--- src/assert_macros.svh ---
// Assertion macros shared by the pulse train transmitter RTL.
// Included by modules that carry concurrent checks; no other dependencies.
`ifndef ASSERT_MACROS_SVH
`define ASSERT_MACROS_SVH
`ifndef SYNTHESIS
`define PTT_ASSERT(lbl, prop, msg) \
  lbl: assert property (@(posedge clk) disable iff (!rst_n) prop) else $error(msg);
`define PTT_ASSERT_ALWAYS(lbl, prop, msg) \
  lbl: assert property (@(posedge clk) prop) else $error(msg);
`else
`define PTT_ASSERT(lbl, prop, msg)
`define PTT_ASSERT_ALWAYS(lbl, prop, msg)
`endif
`endif

--- src/ptt_pkg.sv ---
// Shared types and constants for the pulse train transmitter.
// No dependencies; imported by every module of the block except ptt_ram.
package ptt_pkg;

  localparam int CHANNEL_COUNT    = 2;
  localparam int TOTAL_BLOCKS     = 4;
  localparam int WPB_DEFAULT      = 48;
  localparam int STORE_DEFAULT    = 192;
  localparam int IN_TDATA_W       = 48;
  localparam int OUT_TDATA_W      = 40;
  localparam int RESULT_W         = 39;

  // opcodes
  localparam logic [2:0] OP_REG_RD = 3'd0;
  localparam logic [2:0] OP_REG_WR = 3'd1;
  localparam logic [2:0] OP_RAM_RD = 3'd2;
  localparam logic [2:0] OP_RAM_WR = 3'd3;
  localparam logic [2:0] OP_TICK   = 3'd4;

  // register map (byte offsets)
  localparam logic [9:0] REG_SETUP0  = 10'h010;
  localparam logic [9:0] REG_SETUP1  = 10'h014;
  localparam logic [9:0] REG_ADDR0   = 10'h028;
  localparam logic [9:0] REG_ADDR1   = 10'h02c;
  localparam logic [9:0] REG_IRQ_RAW = 10'h038;
  localparam logic [9:0] REG_IRQ_MSK = 10'h03c;
  localparam logic [9:0] REG_IRQ_EN  = 10'h040;
  localparam logic [9:0] REG_IRQ_CLR = 10'h044;
  localparam logic [9:0] REG_CARR0   = 10'h048;
  localparam logic [9:0] REG_CARR1   = 10'h04c;
  localparam logic [9:0] REG_THR0    = 10'h058;
  localparam logic [9:0] REG_THR1    = 10'h05c;
  localparam logic [9:0] REG_CLOCK   = 10'h068;

  localparam logic [22:0] SETUP_MASK  = 23'h7fff78;
  localparam logic [22:0] SETUP_RST   = 23'h710200;
  localparam logic [19:0] THR_RST     = 20'd128;
  localparam logic [31:0] CLOCK_RST   = 32'h05000010;
  localparam logic [31:0] CLOCK_MASK  = 32'h87ffffff;
  localparam logic [31:0] CLOCK_BAD   = 32'h00fff004;
  localparam logic [16:0] MIN_BASE    = 17'd125;
  localparam logic [16:0] MIN_FAST    = 17'd150;
  localparam logic [16:0] MIN_SLOW    = 17'd300;

  typedef enum logic [3:0] {
    ST_IDLE, ST_EXEC, ST_RAMRD, ST_START, ST_TICK,
    ST_ACHK, ST_ARD, ST_AMUL, ST_AFIN, ST_FIN
  } state_t;

  typedef struct packed {
    logic latch;
    logic exec;
    logic ramrd;
    logic start;
    logic tick;
    logic achk;
    logic ard;
    logic amul;
    logic afin;
    logic finish;
    logic ch;
  } cmd_t;

  typedef struct packed {
    logic [2:0] op;
    logic       wr_ch;
    logic       start_ok;
    logic       tick_adv;
    logic       achk_stop;
    logic       ard_stop;
  } sts_t;

endpackage

--- src/ptt_ctrl.sv ---
// Controller FSM: sequences bus accesses, starts and per-channel tick work.
// Depends on ptt_pkg and assert_macros.svh; commands ptt_datapath.
`include "assert_macros.svh"

module ptt_ctrl import ptt_pkg::*; (
  input  logic clk,
  input  logic rst_n,
  input  logic in_tvalid,
  output logic in_tready,
  output logic out_tvalid,
  input  logic out_tready,
  input  sts_t sts,
  output cmd_t cmd
);

  state_t state_r, state_nxt;
  logic   ch_r, ch_nxt;
  logic   out_valid_r;

  assign in_tready  = state_r == ST_IDLE;
  assign out_tvalid = out_valid_r;

  always_ff @(posedge clk) begin
    if (!rst_n) begin
      state_r     <= ST_IDLE;
      ch_r        <= 1'b0;
      out_valid_r <= 1'b0;
    end else begin
      state_r <= state_nxt;
      ch_r    <= ch_nxt;
      if (cmd.finish) begin
        out_valid_r <= 1'b1;
      end else if (out_tready) begin
        out_valid_r <= 1'b0;
      end
    end
  end

  always_comb begin
    cmd       = '0;
    cmd.ch    = ch_r;
    state_nxt = state_r;
    ch_nxt    = ch_r;
    case (state_r)
      ST_IDLE: begin
        if (in_tvalid) begin
          cmd.latch = 1'b1;
          state_nxt = ST_EXEC;
        end
      end
      ST_EXEC: begin
        cmd.exec = 1'b1;
        case (sts.op)
          OP_RAM_RD: state_nxt = ST_RAMRD;
          OP_REG_WR: begin
            state_nxt = ST_START;
            ch_nxt    = sts.wr_ch;
          end
          OP_TICK: begin
            state_nxt = ST_TICK;
            ch_nxt    = 1'b0;
          end
          default: state_nxt = ST_FIN;
        endcase
      end
      ST_RAMRD: begin
        cmd.ramrd = 1'b1;
        state_nxt = ST_FIN;
      end
      ST_START: begin
        cmd.start = 1'b1;
        state_nxt = sts.start_ok ? ST_ACHK : ST_FIN;
      end
      ST_TICK: begin
        cmd.tick = 1'b1;
        if (sts.tick_adv) begin
          state_nxt = ST_ACHK;
        end else if (!ch_r) begin
          ch_nxt = 1'b1;
        end else begin
          state_nxt = ST_FIN;
        end
      end
      ST_ACHK: begin
        cmd.achk = 1'b1;
        if (!sts.achk_stop) begin
          state_nxt = ST_ARD;
        end else if ((sts.op == OP_TICK) && !ch_r) begin
          state_nxt = ST_TICK;
          ch_nxt    = 1'b1;
        end else begin
          state_nxt = ST_FIN;
        end
      end
      ST_ARD: begin
        cmd.ard = 1'b1;
        if (!sts.ard_stop) begin
          state_nxt = ST_AMUL;
        end else if ((sts.op == OP_TICK) && !ch_r) begin
          state_nxt = ST_TICK;
          ch_nxt    = 1'b1;
        end else begin
          state_nxt = ST_FIN;
        end
      end
      ST_AMUL: begin
        cmd.amul  = 1'b1;
        state_nxt = ST_AFIN;
      end
      ST_AFIN: begin
        cmd.afin = 1'b1;
        if ((sts.op == OP_TICK) && !ch_r) begin
          state_nxt = ST_TICK;
          ch_nxt    = 1'b1;
        end else begin
          state_nxt = ST_FIN;
        end
      end
      ST_FIN: begin
        if (!out_valid_r || out_tready) begin
          cmd.finish = 1'b1;
          state_nxt  = ST_IDLE;
        end
      end
      default: state_nxt = ST_IDLE;
    endcase
  end

  `PTT_ASSERT(a_accept_exec, (in_tvalid && in_tready) |=> (state_r == ST_EXEC), "accept did not enter exec")
  `PTT_ASSERT(a_fin_result, (state_r == ST_FIN && (!out_valid_r || out_tready)) |=> out_valid_r, "result not presented")
  `PTT_ASSERT(a_afin_next, (state_r == ST_AFIN) |=> (state_r == ST_TICK || state_r == ST_FIN), "bad state after pulse load")

endmodule

--- config.mk ---
export PLATFORM = sky130hd
export DESIGN_NAME = ptt_ctrl
export DESIGN_NICKNAME = d
export VERILOG_FILES = /design/src/ptt_pkg.sv /design/src/ptt_ctrl.sv
export VERILOG_INCLUDE_DIRS = /design/src /design/src/src
export SDC_FILE = /design/constraint.sdc
export NUM_CORES = 1
export LEC_CHECK = 0
export ABC_CLOCK_PERIOD_IN_PS = 1820
export BUFFER_PORTS_ARGS = -buffer_cell sky130_fd_sc_hd__buf_2
export CORE_MARGIN = 4
export CORE_UTILIZATION = 48
export DETAILED_ROUTE_END_ITERATION = 6
export MAX_ROUTING_LAYER = met4
export PLACE_DENSITY = 0.82
export SETUP_SLACK_MARGIN = 0.5
export SYNTH_ARGS = -nofsm -noshare
export SYNTH_HDL_FRONTEND = slang
export SYNTH_SLANG_ARGS = --single-unit
--- constraint.sdc ---
create_clock -name clk -period 1.82 [get_ports clk]
set_input_delay 0.091 -clock clk [delete_from_list [all_inputs] [get_ports clk]]
set_output_delay 0.091 -clock clk [all_outputs]
set_load 0.01 [all_outputs]
==> results.rst <==
.. list-table::
   :header-rows: 1

   * - Metric
     - Value
   * - Outcome
     - complete, no violations
   * - Hold Crit Start
     - rst_n
   * - DR WL/cell
     - 17.23 µm
   * - TritonCTS Sinks
     - 6
   * - Net count of the mapped netlist
     - 104
   * - Number of distinct standard cells referenced by the synthesized netlist
     - 40
   * - Number of DRC markers in iteration 0
     - 49
   * - Portion of the post-synthesis area used by sequential elements
     - 17.27%
   * - GRT Total Usage
     - 23.59%
   * - Post-Synthesis Cell Area
     - 695.7 µm²
   * - Final worst setup slack
     - 0.1549 ns
   * - Final nets
     - 143
   * - Critical path's largest stage delay
     - 0.48 ns
   * - Maximum frequency from static timing analysis
     - 600.6 MHz
   * - Global-route wire length before repair
     - 3415 µm
   * - Area of the die
     - 2122 µm²
   * - Min Tclk post-route
     - 1.665 ns
   * - RSZ-0062 raised after global routing
     - yes
   * - Proportion of total power due to net switching
     - 43.91%
   * - Crit path max-delay cell type
     - or4_1
   * - Post-route standard cell area excluding fillers
     - 1094 µm²
   * - Via count normalized by instance count
     - 6.103
   * - Worst hold-check path type
     - in -> reg
   * - Yosys warning total
     - 0
   * - Cells after Synth
     - 92
   * - Gate family responsible for the most delay along the worst path
     - simple AND/OR/NAND/NOR gates
   * - Register share of total power
     - 19.8%
   * - DPL Wire Length
     - 1439 µm
   * - DRT Pass-1 Iters
     - 5
   * - Post-synth EDFFs
     - 0
   * - Final number of setup-violating endpoints
     - 0
   * - Slew Limit Headroom
     - 80.07%
   * - Placed Cells incl. Taps
     - 128
   * - Required time at the worst-slack endpoint
     - 1.97 ns
   * - Sort of element at the end of the critical path
     - flip-flop
   * - Endpoint with the worst hold slack
     - state_r[1]$_SDFFE_PN0P_
   * - Antenna violations before repair
     - 0
   * - LEAKAGE
     - 0.5093 nW
   * - Vias in the first global route
     - 770
   * - Number of nets still failing antenna checks after routing
     - 0
   * - Critical register-to-register path endpoint
     - ch_r$_SDFFE_PN0P_
   * - Cell internal power dissipation
     - 649.9 µW
   * - Asr flop ratio synth
     - 0%
   * - Antenna diode count
     - 0
   * - Flop and latch count out of synthesis
     - 6
   * - Final cycle utilization of the critical path
     - 91.49%
   * - Final hold violations
     - 0
   * - Final wirelength
     - 2498 µm
   * - Core footprint
     - 1334 µm²
   * - Largest net degree at the start of global routing
     - 14
   * - Worst-case vdd ir drop
     - 0.7112 mV
   * - Cell depth of the worst flop-to-flop path
     - 5
   * - Net Switching
     - 508.8 µW
   * - Clock latency on the worst-skew pair
     - 0.27 ns
   * - TritonCTS clock tree
     - built
   * - Worst Setup Start Kind
     - flip-flop
   * - Placement Setup Slack
     - 0.1280 ns
   * - Max-cap violations
     - 0
   * - Count of unresolved DRC violations after routing
     - 0
   * - Setup slack, reg-to-reg
     - 0.15 ns
   * - Arrival time reported for the critical path endpoint
     - 1.82 ns
   * - CTS H-tree depth
     - 1
   * - Final standard cell count with taps included and fillers excluded
     - 145
   * - Synthesized area per cell
     - 7.562 µm²
   * - Setup clock skew after layout
     - 0.005934 ns
   * - Maximum fanout along the worst path
     - 6
   * - Horizontal die dimension
     - 46.07 µm
   * - CTS Buf Count
     - 3
   * - Critical path class
     - reg -> reg
   * - Effective utilization at floorplan
     - 52.16%
   * - Hold Crit Depth
     - 2
   * - Clock slew seen by the registers of the worst setup and hold paths
     - 0.05 ns
   * - Overflow after GRT
     - 0
   * - # port buffers
     - 24
   * - Placer Congestion
     - 0.8690
   * - Fraction of layout instances using a drive strength above 1
     - 50.00%
   * - Number of max-slew violations in the final report
     - 0
   * - Routed vias
     - 885
   * - Synth-to-Final Area Change
     - 57.19%
   * - Area after DPL
     - 863.3 µm²
   * - Main synth FF type
     - dfxtp_1
   * - Slew at the pin closest to its max-slew limit
     - 0.2958 ns
   * - Number of placement rows
     - 13
   * - Comb power frac
     - 67.1%
   * - Series of cell instances along the critical path
     - nor4b_4, nor2_1, o31a_1, or4_1, o211a_1
   * - Reg2Reg Launch Point
     - state_r[2]$_SDFFE_PN0P_
   * - Critical path buffers and inverters
     - 0
   * - Clock power frac
     - 13.1%
   * - Setup TNS after final layout
     - 0 ns
   * - Power per cell area
     - 1060 nW/µm²
   * - Clock tree buffer depth
     - 2
   * - Root buffer selected by CTS
     - clkbuf_4
   * - Overall die height
     - 46.07 µm
   * - Ports
     - 25
   * - CTS hold repair buffers
     - 0
power groups by stage:
stage                     Combinational, mW  Sequential (mW)  Clock, mW
after floorplan                       0.467            0.192          0
final                                 0.778            0.229      0.152
after global routing                  0.837            0.235      0.159
after CTS                             0.647            0.226      0.142
after detailed placement              0.561            0.237          0
after global placement                0.544            0.232          0
registers in the layout (all words and copies together) (netlist names):
signal and cells:
ch_r 1, out_tvalid 1, state_r 4
cell families after synthesis:
group                  share of synthesized area [%]
XOR/XNOR                                       3.778
buffers and inverters                          8.092
flip-flops                                     17.27
AO/OA/AOI/OAI                                  27.52
multiplexers                                   1.439
AND/OR/NAND/NOR                                41.91
stage by stage:
stage	power (mW)	util [%]	hold slack [ns]
6_report	1.159	81.99	0.1187
3_5_place_dp	0.7976	64.73	0.3737
5_1_grt	1.231	81.99	0.1138
3_3_place_gp	0.7761	64.73	0.3724
4_1_cts	1.015	72.70	0.1091
2_1_floorplan	0.6589	-	0.2190
placed cells by master (no fill, tap or decap), types with 2 or more instances in the layout:
cell / instances
nor2b_1: 6
buf_12: 2
a31oi_1: 5
nor2_1: 8
nor4_4: 2
clkbuf_4: 3
or3b_4: 2
o31a_1: 2
dfxtp_1: 2
buf_6: 2
inv_1: 2
o21ai_1: 2
and3_1: 2
a21oi_1: 3
a21o_1: 3
buf_2: 24
and4bb_4: 2
nand2_1: 3
nor4b_4: 2
dfxtp_4: 3
nor3_2: 2
or3b_1: 2
buf_4: 13
o21ai_0: 5
nor3b_1: 2
xnor2_1: 3
worst max path at each step:
stage | endpoint | slack (ns) | startpoint | cells after the start
after global placement | ch_r$_SDFFE_PN0P_ | 0.20 | state_r[1]$_SDFFE_PN0P_ | 6
after global routing | ch_r$_SDFFE_PN0P_ | 0.09 | state_r[3]$_SDFFE_PN0P_ | 6
after detailed placement | ch_r$_SDFFE_PN0P_ | 0.13 | state_r[3]$_SDFFE_PN0P_ | 5
final | ch_r$_SDFFE_PN0P_ | 0.15 | state_r[2]$_SDFFE_PN0P_ | 5
after CTS | ch_r$_SDFFE_PN0P_ | 0.19 | state_r[2]$_SDFFE_PN0P_ | 5
after floorplan | ch_r$_SDFFE_PN0P_ | 0.15 | state_r[0]$_SDFFE_PN0P_ | 6
repair_timing:
item | 4_1_cts | 5_1_grt
endpoints found under the setup margin | 11 | 11
hold endpoints to repair | 0 | 0
gates resized for setup | 11 | 13
pin swaps | 3 | 7
buffers inserted | 5 | 8
cells in the mapped netlist, types with 3 or more instances:
cell type	instances	share of area, %
nor2_1	9	4.9
o21ai_0	7	5.0
dfxtp_1	6	17
nor2b_1	6	5.4
a31oi_1	5	4.5
a21oi_1	4	2.9
a21o_1	3	3.2
buf_2	3	2.2
nand2_1	3	1.6
nor3b_1	3	3.2
or3b_1	3	3.8
xnor2_1	3	3.8
final cells by class:
type,instances,area [µm²]
Sequential cell,6,132.6
Clock buffer,4,26.28
Timing Repair Buffer,42,295.3
Inverter,2,7.507
Tap cell,15,18.77
Multi-Input combinational cell,76,613.1
Fill cell,86,240.2
per-layer routing:
layer / wire length [µm] / vias up / track usage, %
met2: 1235 / 47 / 36.54
met4: 75 / 0 / 17.61
met3: 174 / 7 / 1.953
met5: 0 / - / -
met1: 1013 / 410 / 27.97
li1: - / 421 / -
(Power assumes the default switching activity.)
